--- src/design/first_fit_block_allocator_unit_defines.svh ---
// Assertion macros shared by the allocator RTL.
// Expects clk and rst_n in the scope of the module that uses them.
`ifndef FIRST_FIT_BLOCK_ALLOCATOR_UNIT_DEFINES_SVH
`define FIRST_FIT_BLOCK_ALLOCATOR_UNIT_DEFINES_SVH

// checked only outside reset
`define FFBA_ASSERT(label, prop, msg) \
  label: assert property (@(posedge clk) disable iff (!rst_n) prop) else $error(msg);

// checked on every edge, reset included
`define FFBA_ASSERT_RST(label, prop, msg) \
  label: assert property (@(posedge clk) prop) else $error(msg);

`endif

--- src/design/ffba_pkg.sv ---
// Shared constants, types and helpers for the first-fit block allocator.
// No dependencies.
package ffba_pkg;

  localparam int unsigned TABLE_DEPTH = 1024;
  // block size must be a power of two
  localparam int unsigned BLOCK_BYTES = 4096;
  localparam int unsigned BLOCK_SHIFT = $clog2(BLOCK_BYTES);

  localparam int unsigned ADDR_W = 32;
  localparam int unsigned IDX_W  = $clog2(TABLE_DEPTH);
  localparam int unsigned CNT_W  = $clog2(TABLE_DEPTH + 1);
  localparam int unsigned NB_W   = 11;
  localparam int unsigned NB_MAX = (1 << NB_W) - 1;
  localparam int unsigned NEED_W = ADDR_W + 1 - BLOCK_SHIFT;
  localparam int unsigned CFG_IDX_W = 1;

  typedef enum logic {
    CMD_ALLOC = 1'b0,
    CMD_FREE  = 1'b1
  } cmd_t;

  typedef enum logic {
    STAT_DONE = 1'b0,
    STAT_FAIL = 1'b1
  } status_t;

  typedef enum logic [CFG_IDX_W-1:0] {
    REG_HEAP_BASE  = 1'b0,
    REG_NUM_BLOCKS = 1'b1
  } cfg_reg_t;

  typedef struct packed {
    cmd_t              cmd;
    logic [ADDR_W-1:0] size_bytes;
    logic [ADDR_W-1:0] address;
  } in_word_t;

  typedef struct packed {
    status_t           status;
    logic [ADDR_W-1:0] alloc_address;
  } out_word_t;

  // one table entry
  typedef struct packed {
    logic has_next;
    logic first;
    logic taken;
  } flags_t;

  localparam int unsigned FLAGS_W = $bits(flags_t);

  typedef enum logic [2:0] {
    ST_CLEAR,
    ST_IDLE,
    ST_DECODE,
    ST_SCAN,
    ST_MARK,
    ST_FREE_RD,
    ST_FREE_WR,
    ST_RESP
  } state_t;

  // sequencer -> run unit
  typedef struct packed {
    logic             clear;
    logic             step;
    logic             entry_free;
    logic [IDX_W-1:0] idx;
  } run_ctrl_t;

  // run unit -> sequencer
  typedef struct packed {
    logic             hit;
    logic [IDX_W-1:0] start;
  } run_stat_t;

  function automatic logic [CNT_W-1:0] clamp_blocks(input logic [NB_W-1:0] v);
    logic [31:0] w;
    w = 32'(v);
    if (w > 32'(TABLE_DEPTH)) begin
      w = 32'(TABLE_DEPTH);
    end
    return CNT_W'(w);
  endfunction

  localparam logic [NB_W-1:0] NB_RESET =
    (TABLE_DEPTH > NB_MAX) ? NB_W'(NB_MAX) : NB_W'(TABLE_DEPTH);

endpackage

--- src/design/ffba_ram.sv ---
// Generic single-write, single-read RAM with registered read data.
// No dependencies.
module ffba_ram #(
  parameter int unsigned WIDTH = 8,
  parameter int unsigned DEPTH = 16
) (
  input  logic                     clk,
  input  logic                     wr_en,
  input  logic [$clog2(DEPTH)-1:0] wr_addr,
  input  logic [WIDTH-1:0]         wr_data,
  input  logic                     rd_en,
  input  logic [$clog2(DEPTH)-1:0] rd_addr,
  output logic [WIDTH-1:0]         rd_data
);

  logic [WIDTH-1:0] mem [DEPTH];

  always_ff @(posedge clk) begin
    if (wr_en) begin
      mem[wr_addr] <= wr_data;
    end
    if (rd_en) begin
      rd_data <= mem[rd_addr];
    end
  end

endmodule

--- src/design/ffba_run_unit.sv ---
// Free-run counter and compare unit used by the first-fit scan.
// Depends on ffba_pkg.
module ffba_run_unit (
  input  logic                        clk,
  input  logic                        rst_n,
  input  ffba_pkg::run_ctrl_t         ctrl,
  input  logic [ffba_pkg::CNT_W-1:0]  need,
  output ffba_pkg::run_stat_t         stat
);

  logic [ffba_pkg::CNT_W-1:0] run_r;
  logic [ffba_pkg::IDX_W-1:0] start_r;
  logic [ffba_pkg::CNT_W-1:0] run_inc;

  assign run_inc    = run_r + ffba_pkg::CNT_W'(1);
  // a new run starts at the current entry
  assign stat.start = (run_r == '0) ? ctrl.idx : start_r;
  assign stat.hit   = ctrl.step && ctrl.entry_free && (run_inc == need);

  always_ff @(posedge clk) begin
    if (!rst_n) begin
      run_r <= '0;
    end else if (ctrl.clear) begin
      run_r <= '0;
    end else if (ctrl.step) begin
      run_r <= ctrl.entry_free ? run_inc : '0;
    end
  end

  always_ff @(posedge clk) begin
    if (ctrl.step && ctrl.entry_free) begin
      start_r <= stat.start;
    end
  end

endmodule

--- src/design/first_fit_block_allocator_unit.sv ---
// Top level of the first-fit block allocator: sequencer, config regs, result register.
// Depends on ffba_pkg, ffba_ram, ffba_run_unit and the defines header.
//
//  channel  | ports                          | dir | flow
//  ---------+--------------------------------+-----+------------------
//  in       | in_valid  in_stall  in_word    | in  | valid / stall
//  out      | out_valid out_stall out_word   | out | valid / stall
//  cfg      | cfg_valid cfg_ready cfg_index  | in  | valid / ready
//           | cfg_data                       |     |
//
// After reset the table is swept clear, one entry a cycle, while in_stall stays high;
// cfg writes are taken throughout.
// Allocate: the scan reads from entry 0 and marks the first run that fits (start = its
// first block), else fails; the table RAM's single read port gives one entry a cycle.
// Free clears the chain in turn; out-of-heap frees and failed size checks skip the table.
// A new word is taken while a finished result waits on out_stall; the next result then
// holds in the sequencer until the output register empties.
`include "first_fit_block_allocator_unit_defines.svh"

module first_fit_block_allocator_unit (
  input  logic                              clk,
  input  logic                              rst_n,
  input  logic                              in_valid,
  output logic                              in_stall,
  input  ffba_pkg::in_word_t                in_word,
  output logic                              out_valid,
  input  logic                              out_stall,
  output ffba_pkg::out_word_t               out_word,
  input  logic                              cfg_valid,
  output logic                              cfg_ready,
  input  logic [ffba_pkg::CFG_IDX_W-1:0]    cfg_index,
  input  logic [ffba_pkg::ADDR_W-1:0]       cfg_data
);

  ffba_pkg::state_t                state_r, state_nxt;
  logic [ffba_pkg::CNT_W-1:0]      idx_r, idx_nxt;
  logic [ffba_pkg::IDX_W-1:0]      chk_idx_r, chk_idx_nxt;
  logic                            vld_r, vld_nxt;
  logic [ffba_pkg::CNT_W-1:0]      left_r, left_nxt;
  logic                            first_r, first_nxt;
  logic [ffba_pkg::IDX_W-1:0]      start_r, start_nxt;
  logic [ffba_pkg::CNT_W-1:0]      need_r, need_nxt;
  ffba_pkg::in_word_t              in_r, in_nxt;
  ffba_pkg::out_word_t             pend_r, pend_nxt;
  logic                            out_valid_r, out_valid_nxt;
  ffba_pkg::out_word_t             out_word_r, out_word_nxt;
  logic [ffba_pkg::ADDR_W-1:0]     heap_base_r;
  logic [ffba_pkg::CNT_W-1:0]      used_r;

  logic                            ram_wr_en;
  logic [ffba_pkg::IDX_W-1:0]      ram_wr_addr;
  ffba_pkg::flags_t                ram_wr_data;
  logic                            ram_rd_en;
  logic [ffba_pkg::IDX_W-1:0]      ram_rd_addr;
  logic [ffba_pkg::FLAGS_W-1:0]    ram_rd_data;
  ffba_pkg::flags_t                rd_flags;

  ffba_pkg::run_ctrl_t             run_ctrl;
  ffba_pkg::run_stat_t             run_stat;

  logic [ffba_pkg::NEED_W-1:0]     need_full;
  logic                            alloc_bad;
  logic [ffba_pkg::ADDR_W-1:0]     free_off;
  logic [ffba_pkg::ADDR_W-1:0]     free_idx;
  logic                            free_oob;
  logic                            issue;
  logic [ffba_pkg::CNT_W-1:0]      idx_inc;

  assign in_stall  = (state_r != ffba_pkg::ST_IDLE);
  assign out_valid = out_valid_r;
  assign out_word  = out_word_r;
  assign cfg_ready = 1'b1;
  assign rd_flags  = ffba_pkg::flags_t'(ram_rd_data);
  assign idx_inc   = idx_r + ffba_pkg::CNT_W'(1);

  // round size up to whole blocks; 33-bit sum so the top size does not wrap
  assign need_full = ffba_pkg::NEED_W'(({1'b0, in_r.size_bytes}
                     + (ffba_pkg::ADDR_W + 1)'(ffba_pkg::BLOCK_BYTES - 1))
                     >> ffba_pkg::BLOCK_SHIFT);
  assign alloc_bad = (need_full == '0)
                     || ((ffba_pkg::ADDR_W + 1)'(need_full) > (ffba_pkg::ADDR_W + 1)'(used_r));
  assign free_off  = in_r.address - heap_base_r;
  assign free_idx  = free_off >> ffba_pkg::BLOCK_SHIFT;
  assign free_oob  = free_idx >= ffba_pkg::ADDR_W'(used_r);
  assign issue     = (state_r == ffba_pkg::ST_SCAN) && (idx_r < used_r);

  ffba_ram #(
    .WIDTH (ffba_pkg::FLAGS_W),
    .DEPTH (ffba_pkg::TABLE_DEPTH)
  ) u_table (
    .clk     (clk),
    .wr_en   (ram_wr_en),
    .wr_addr (ram_wr_addr),
    .wr_data (ram_wr_data),
    .rd_en   (ram_rd_en),
    .rd_addr (ram_rd_addr),
    .rd_data (ram_rd_data)
  );

  ffba_run_unit u_run (
    .clk   (clk),
    .rst_n (rst_n),
    .ctrl  (run_ctrl),
    .need  (need_r),
    .stat  (run_stat)
  );

  always_comb begin
    state_nxt     = state_r;
    idx_nxt       = idx_r;
    chk_idx_nxt   = chk_idx_r;
    vld_nxt       = 1'b0;
    left_nxt      = left_r;
    first_nxt     = first_r;
    start_nxt     = start_r;
    need_nxt      = need_r;
    in_nxt        = in_r;
    pend_nxt      = pend_r;
    out_valid_nxt = out_valid_r && out_stall;
    out_word_nxt  = out_word_r;

    ram_wr_en     = 1'b0;
    ram_wr_addr   = idx_r[ffba_pkg::IDX_W-1:0];
    ram_wr_data   = '0;
    ram_rd_en     = 1'b0;
    ram_rd_addr   = idx_r[ffba_pkg::IDX_W-1:0];

    run_ctrl.clear      = 1'b0;
    run_ctrl.step       = 1'b0;
    run_ctrl.entry_free = (rd_flags == '0);
    run_ctrl.idx        = chk_idx_r;

    case (state_r)
      ffba_pkg::ST_CLEAR: begin
        ram_wr_en = 1'b1;
        idx_nxt   = idx_inc;
        if (idx_r == ffba_pkg::CNT_W'(ffba_pkg::TABLE_DEPTH - 1)) begin
          state_nxt = ffba_pkg::ST_IDLE;
        end
      end
      ffba_pkg::ST_IDLE: begin
        if (in_valid) begin
          in_nxt    = in_word;
          state_nxt = ffba_pkg::ST_DECODE;
        end
      end
      ffba_pkg::ST_DECODE: begin
        pend_nxt.status        = ffba_pkg::STAT_DONE;
        pend_nxt.alloc_address = '0;
        if (in_r.cmd == ffba_pkg::CMD_ALLOC) begin
          if (alloc_bad) begin
            pend_nxt.status = ffba_pkg::STAT_FAIL;
            state_nxt       = ffba_pkg::ST_RESP;
          end else begin
            need_nxt       = ffba_pkg::CNT_W'(need_full);
            run_ctrl.clear = 1'b1;
            idx_nxt        = '0;
            state_nxt      = ffba_pkg::ST_SCAN;
          end
        end else begin
          if (free_oob) begin
            state_nxt = ffba_pkg::ST_RESP;
          end else begin
            idx_nxt   = ffba_pkg::CNT_W'(free_idx);
            state_nxt = ffba_pkg::ST_FREE_RD;
          end
        end
      end
      ffba_pkg::ST_SCAN: begin
        // read one entry ahead while the previous one is checked
        ram_rd_en     = issue;
        vld_nxt       = issue;
        chk_idx_nxt   = idx_r[ffba_pkg::IDX_W-1:0];
        run_ctrl.step = vld_r;
        if (issue) begin
          idx_nxt = idx_inc;
        end
        if (run_stat.hit) begin
          idx_nxt   = ffba_pkg::CNT_W'(run_stat.start);
          start_nxt = run_stat.start;
          left_nxt  = need_r;
          first_nxt = 1'b1;
          vld_nxt   = 1'b0;
          state_nxt = ffba_pkg::ST_MARK;
        end else if (!issue && !vld_r) begin
          pend_nxt.status = ffba_pkg::STAT_FAIL;
          state_nxt       = ffba_pkg::ST_RESP;
        end
      end
      ffba_pkg::ST_MARK: begin
        ram_wr_en            = 1'b1;
        ram_wr_data.taken    = 1'b1;
        ram_wr_data.first    = first_r;
        ram_wr_data.has_next = (left_r != ffba_pkg::CNT_W'(1));
        idx_nxt              = idx_inc;
        left_nxt             = left_r - ffba_pkg::CNT_W'(1);
        first_nxt            = 1'b0;
        if (left_r == ffba_pkg::CNT_W'(1)) begin
          pend_nxt.status        = ffba_pkg::STAT_DONE;
          pend_nxt.alloc_address = heap_base_r
                                   + (ffba_pkg::ADDR_W'(start_r) << ffba_pkg::BLOCK_SHIFT);
          state_nxt              = ffba_pkg::ST_RESP;
        end
      end
      ffba_pkg::ST_FREE_RD: begin
        ram_rd_en = 1'b1;
        state_nxt = ffba_pkg::ST_FREE_WR;
      end
      ffba_pkg::ST_FREE_WR: begin
        ram_wr_en = 1'b1;
        if (rd_flags.has_next && (idx_inc < used_r)) begin
          idx_nxt   = idx_inc;
          state_nxt = ffba_pkg::ST_FREE_RD;
        end else begin
          state_nxt = ffba_pkg::ST_RESP;
        end
      end
      ffba_pkg::ST_RESP: begin
        if (!out_valid_r || !out_stall) begin
          out_valid_nxt = 1'b1;
          out_word_nxt  = pend_r;
          state_nxt     = ffba_pkg::ST_IDLE;
        end
      end
      default: begin
        state_nxt = ffba_pkg::ST_IDLE;
      end
    endcase
  end

  always_ff @(posedge clk) begin
    if (!rst_n) begin
      state_r     <= ffba_pkg::ST_CLEAR;
      idx_r       <= '0;
      vld_r       <= 1'b0;
      out_valid_r <= 1'b0;
    end else begin
      state_r     <= state_nxt;
      idx_r       <= idx_nxt;
      vld_r       <= vld_nxt;
      out_valid_r <= out_valid_nxt;
    end
  end

  always_ff @(posedge clk) begin
    chk_idx_r  <= chk_idx_nxt;
    left_r     <= left_nxt;
    first_r    <= first_nxt;
    start_r    <= start_nxt;
    need_r     <= need_nxt;
    in_r       <= in_nxt;
    pend_r     <= pend_nxt;
    out_word_r <= out_word_nxt;
  end

  always_ff @(posedge clk) begin
    if (!rst_n) begin
      heap_base_r <= '0;
      used_r      <= ffba_pkg::clamp_blocks(ffba_pkg::NB_RESET);
    end else if (cfg_valid && cfg_ready) begin
      case (ffba_pkg::cfg_reg_t'(cfg_index))
        ffba_pkg::REG_HEAP_BASE: begin
          heap_base_r <= cfg_data;
        end
        ffba_pkg::REG_NUM_BLOCKS: begin
          used_r <= ffba_pkg::clamp_blocks(cfg_data[ffba_pkg::NB_W-1:0]);
        end
        default: begin
        end
      endcase
    end
  end

  `FFBA_ASSERT(a_hit_in_heap,
    run_stat.hit |-> (ffba_pkg::CNT_W'(chk_idx_r) < used_r),
    "scan hit beyond blocks in use")
  `FFBA_ASSERT(a_wr_in_heap,
    (ram_wr_en && state_r != ffba_pkg::ST_CLEAR) |-> (idx_r < used_r),
    "table write beyond blocks in use")
  `FFBA_ASSERT(a_mark_left,
    (state_r == ffba_pkg::ST_MARK) |-> (left_r != '0),
    "mark with no blocks left")
  `FFBA_ASSERT(a_mark_ends,
    (state_r == ffba_pkg::ST_MARK && left_r == ffba_pkg::CNT_W'(1))
      |=> (state_r == ffba_pkg::ST_RESP && pend_r.status == ffba_pkg::STAT_DONE),
    "last mark did not lead to a done result")
  `FFBA_ASSERT_RST(a_reset_clears,
    !rst_n |=> (state_r == ffba_pkg::ST_CLEAR && !out_valid_r),
    "reset did not start the clearing sweep")

endmodule
--- config.mk ---
export PLATFORM = sky130hd
export DESIGN_NAME = first_fit_block_allocator_unit
export DESIGN_NICKNAME = d
export VERILOG_FILES = /design/src/design/ffba_pkg.sv /design/src/design/ffba_ram.sv /design/src/design/ffba_run_unit.sv /design/src/design/first_fit_block_allocator_unit.sv
export VERILOG_INCLUDE_DIRS = /design/src /design/src/design
export SDC_FILE = /design/constraint.sdc
export NUM_CORES = 2
export LEC_CHECK = 0
export ABC_AREA = 1
export CAP_MARGIN = 20
export CORE_MARGIN = 2
export CORE_UTILIZATION = 45
export CTS_CLUSTER_DIAMETER = 150
export DETAILED_ROUTE_END_ITERATION = 8
export DONT_BUFFER_PORTS = 1
export GPL_ROUTABILITY_DRIVEN = 0
export HOLD_SLACK_MARGIN = 0.12
export SYNTH_ARGS = -nofsm -noshare
export SYNTH_HDL_FRONTEND = slang
export SYNTH_SLANG_ARGS = --single-unit
export TNS_END_PERCENT = 30
--- constraint.sdc ---
create_clock -name clk -period 35.1 [get_ports clk]
set_clock_uncertainty 0.1 [all_clocks]
set_input_delay 7.02 -clock clk [delete_from_list [all_inputs] [get_ports clk]]
set_output_delay 7.02 -clock clk [all_outputs]
set_load 0.05 [all_outputs]
# --- After elaboration in Yosys (flattened, before gate mapping) ---
# Memories as Yosys holds them, arrays and structs flattened. A register that Yosys moved wholly into a read port is not among the register bits.
# Index checks and enable logic that the tools add are counted.
# Widths: inputs -> output; s select.
classes:
  addsub: 6
  mul: 0
  n_div: 0
  n_lt_le_gt_ge: 5
  n_eq_ne: 24
  shift: 0
  mux: 43
  n_bitwise: 5
  reduce_logical: 35
ops:
  columns: ["cell", "n"]
  rows:
  - ["$mux 11", 9]
  - ["$pmux 32 s2", 1]
  - ["$pmux 11 s4", 1]
  - ["$add 32x12->33 const B", 1]
  - ["$mux 33", 1]
  - ["$add 32x22->32", 1]
  - ["$sub 32x32->32", 1]
  - ["$mux 3", 9]
  - ["$pmux 3 s8", 1]
  - ["$add 11x1->11 const B", 2]
  - ["$lt 11x11->1", 2]
  - ["$pmux 11 s2", 1]
  - ["$gt 21x11->1", 1]
  - ["$logic_not 21->1", 1]
  - ["$ge 20x11->1", 1]
  - ["$mux 1", 14]
  - ["$ne 2x2->1 const B", 7]
  - ["$reduce_and 2->1", 7]
  - ["$eq 3x3->1 const B", 4]
  - ["$eq 11x1->1 const B", 1]
  - ["$eq 11x10->1 const B", 1]
  - ["$eq 11x11->1", 1]
  - ["$gt 11x11->1 const B", 1]
  - ["$logic_not 11->1", 1]
  - ["other kinds (25)", 48]
totals:
  ff_bits: 254
  latchBits: 0
  ramBits: 3072
  rom_bits: 0
  input_bits: 103
  out_inout_bits: 36
  word_cells: 139
  n_memories: 1
memory_table:
  columns: ["memory", "words", "word_bits", "rd", "rd_clocked_by_memory_dff", "write_ports", "line", "source"]
  rows:
  - ["u_table.mem", 1024, 3, 1, 1, 1, "ffba_ram.sv:16", "logic [WIDTH-1:0] mem [DEPTH];"]

# --- Depth between registers and ports, before layout ---
logic_depth:
  word_depth: 7
  depth_mapped: 31

# --- By module ---
# From an unflattened synthesis, not the netlist that was laid out.
unflattened:
  hier_cells: 13093
  area_unflattened_um2: 142923.3
by_module_without_submodules:
  columns: ["mod", "instances", "cells_each", "area_each_um2"]
  rows:
  - ["ffba_ram", 1, 11278, 128306.8]
  - ["first_fit_block_allocator_unit", 1, 1607, 13242.7]
  - ["ffba_run_unit", 1, 208, 1373.8]

# --- Worst setup path before layout ---
# Ideal clock, no wire load.
synth_path:
  kind: "register to register"
  start: "register state_r[0]"
  end: "memory u_table.mem[0][1] in the netlist's numbering, data pin"
  arrival_ns: 24.614
  required_ns: 30.034
  slack_ns: 5.419
  stages_incl_launch_ff: 7
  n_path_buf: 1
  path_cell_list: "dfxtp_1 > nor2_1 > inv_1 > nor2_1 > inv_2 > clkbuf_1 > nor2_1"
synth_lines:
  columns: ["item", "line", "source"]
  rows:
  - ["from (decl)", "first_fit_block_allocator_unit.sv:35", "ffba_pkg::state_t state_r, state_nxt;"]
  - ["from (signal assigned)", "first_fit_block_allocator_unit.sv:233", "state_r <= ffba_pkg::ST_CLEAR;"]
  - ["from (signal assigned)", "first_fit_block_allocator_unit.sv:238", "state_r <= state_nxt;"]
  - ["to (decl)", "ffba_ram.sv:16", null]

# --- Worst setup path in the final report ---
layout_path:
  start: "register state_r[2]"
  end: "output port in_stall"
layout_via:
  elab_chain_len: 1
layout_rtl:
  columns: ["item", "line", "source"]
  rows:
  - ["$ne 3x1->1", "first_fit_block_allocator_unit.sv:69", "assign in_stall = (state_r != ffba_pkg::ST_IDLE);"]
  - ["to (decl)", "first_fit_block_allocator_unit.sv:24", "output logic in_stall,"]
# Every way passes these cells.

==> summary.txt <==
Port Buffer Count: 0
Starting Density: 45.3%
Synth Area in Compound Gates: 10.7%
Post-CTS Setup Bufs: 0
Slew Limit Headroom: 17.9%
Global route overflow: 0
Multi-input gate area: 0.0347 mm2
Unrepaired setup endpoints after global routing: false
Setup TNS: 0 ns
Worst path required time: 27.98 ns
Pre-CTS setup slack: 26.13 ns
Post-synth design cell area: 0.138 mm2
Initial antenna violation count: 23
Initial DRT Pass Iterations: 6
Synth Net Count: 12100
Post-DP HPWL: 221000 um
Worst skew pair latency: 0.91 ns
Initial drt markers: 12500
Max_cap viols: 0
Share of layout cells above drive strength 1: 6.64%
Clock root cell: clkbuf_16
Post-route antenna net violation count: 0
Post-synth top flop: edfxtp_1
Worst setup margin: 25.98 ns
Worst-Margin Slew: 1.22 ns
Syn. warnings: 0
DRC: 0
Via/cell ratio: 5.87
F_max: 110 MHz
CTS Buf Count: 343
Hold Slack: 0.311 ns
Die ar.: 0.312 mm2
Gates resized, CTS repair: 0
Min-delay worst type: flop to flop
Period utilisation layout: 26.0%
Vias in the first global route: 91400
H-tree depth: 5
Worst-path clk slew: 0.06 ns
Worst path arrival time: 2.00 ns
GRT Util Overall: 25.1%
Simple-gate share of the synthesized area: 13.1%
Post-layout util: 50.1%
FILL cells: 26800
Die H: 559 um
Non-filler cells in the finished layout: 16000
Adder-cell share of the synthesized area: 0.828%
Top-level I/O count: 139
TritonCTS clock tree: built
Largest family of logic cells by synthesized area: simple AND/OR/NAND/NOR gates
CP Capture Type: output port
Static Leak: 0.0437 uW
Peak VDD IR: 0.0000390 V
Sink Count: 3329
Nets@finish: 11800
Post-synth ARST share: 0%
Seq/Total Area, Yosys: 71.7%
CP Launch Type: flop
Synth Area in XOR/XNOR: 0.176%
Critical path class: flop to output port
Final Hold Vio Count: 0
Final setup vio count: 0
Worst-path fanout max: 6
Yosys cell types: 52
Pins Over Slew Limit: 0
First-pass GRT wire length: 587000 um
Largest net degree at the start of global routing: 204
Hold-fix buffers, CTS: 0
Core area: 0.306 mm2
Vias: 94100
Number of synthesized flops with an enable pin: 3259
Avg Inst Size Synth: 11.6 um2
Area grow syn2layout: 10.7%
Flip-flop and latch area: 0.0993 mm2
CTS max path bufs: 4
Min cycle time layout: 9.12 ns
WL final: 401000 um
Die W: 559 um
Placed cell count: 15400
Pwr dens: 54.6 mW/mm2
Multiplexer share of the synthesized area: 0%
Synth Register Bits: 3329
Status: complete, no violations
Wire per inst: 25.0 um
Cells after synthesis: 11900
Std-Cell Rows: 203
==> power breakdown <==
part           internal [uW]  switching [uW]
Combinational            117             326
Sequential              4300            7.32
Clock                   2090            1530
Total                   6500            1870
==> sequential cells by signal (all words and copies together), names as in the netlist, 3 cells and up <==
signal	cells
u_run.start_r	10
pend_r	33
in_r	65
out_word	33
heap_base_r	32
u_table.mem	3072
u_run.run_r	11
left_r	11
used_r	11
u_table.rd_data	3
start_r	10
idx_r	11
chk_idx_r	10
state_r	3
need_r	11
==> per-stage QoR <==
step / area (um2) / power, uW
2_1_floorplan: 138000 / 4690
3_3_place_gp: 142000 / 4820
3_5_place_dp: 142000 / 4830
4_1_cts: 153000 / 8400
5_1_grt: 153000 / 8600
6_report: 153000 / 8370
==> cell usage after synthesis, drive strengths merged (2+ instances only) <==
master   instances  area (um2)
xnor2           11         104
edfxtp        3259       97900
o21ai         1687        8450
inv            349        1310
a31oi            3        18.8
nor3            31         199
nor2          2899       10900
nand2         1383        5210
o211ai           2        15.0
or2              5        31.3
nor4             6        37.5
nand3          128         673
a22o            72         631
a21oi          136         681
nand4          150         945
nand3b          12        90.1
xor2            16         140
a211oi          12        90.1
ha              90        1130
a22oi            2        15.0
a21o             5        37.5
clkinv           3        11.3
clkbuf         622        2330
and2             4        25.0
o21a             3        22.5
dfxtp           70        1400
a2111oi          2        23.8
o22ai          747        4670
o31ai           10        75.1
o21bai           5        37.5
buf            208        1150
==> cells by family (layout without fill, tap and decap cells) <==
group,count (synthesis),after routing
simple gates,4618,4618
flops,3329,3329
compound gates,2688,2688
buf+inv,1182,1164
fa+ha+maj,91,91
xor+xnor,27,27
other cells,1,8
==> metal layers <==
| layer | track usage [%] | routed length [um] |
|---|---|---|
| met2 | 40.8 | 186000 |
| met1 | 34.9 | 166000 |
| met4 | 7.91 | 12700 |
| met3 | 3.47 | 36000 |
| met5 | 0 | 30 |
==> critical path, cell delays in order, from the launching register on <==
cell and delay, ns:
dfxtp_1 0.43, inv_1 0.16, nand3_1 0.54
==> area by class of cell <==
type,count,share of cell area (%)
diodes,7,0.0114
well taps,4100,3.35
repair buffers,199,1.14
flip-flops and latches,3329,64.8
multi-input cells,7425,22.6
clock buffers,419,5.89
clock inverters,194,1.29
inverters,352,0.872
==> final timing paths <==
| path | from | endpoint | slack (ns) | cells past startpoint |
|---|---|---|---|---|
| max | state_r[2] | in_stall | 25.98 | 2 |
| min | pend_r[8] | out_word[8] | 0.31 | 0 |
| max reg2reg | idx_r[0] | u_table.rd_data[1] | 29.21 | 16 |
| min reg2reg | pend_r[8] | out_word[8] | 0.31 | 0 |
==> placed cells by master, fill, tap and decap left out, types with 14 or more instances in the layout <==
master         n
inv_1        337
bufinv_16     34
edfxtp_1    3259
buf_12        19
ha_1          90
nand2_1     1344
nand4_1      149
nor2_4        19
o21ai_1       14
nor2_1      2871
clkbuf_1      67
nand2_4       32
o21ai_0     1672
buf_4        179
clkinv_2      61
o22ai_1      747
a21oi_1      135
clkbuf_16    349
xor2_1        16
nand3_1      123
clkinvlp_4    23
nor3_1        26
clkinv_1      57
a22o_1        72
dfxtp_1       68
Note: power is estimated with default switching activity, not from simulation.
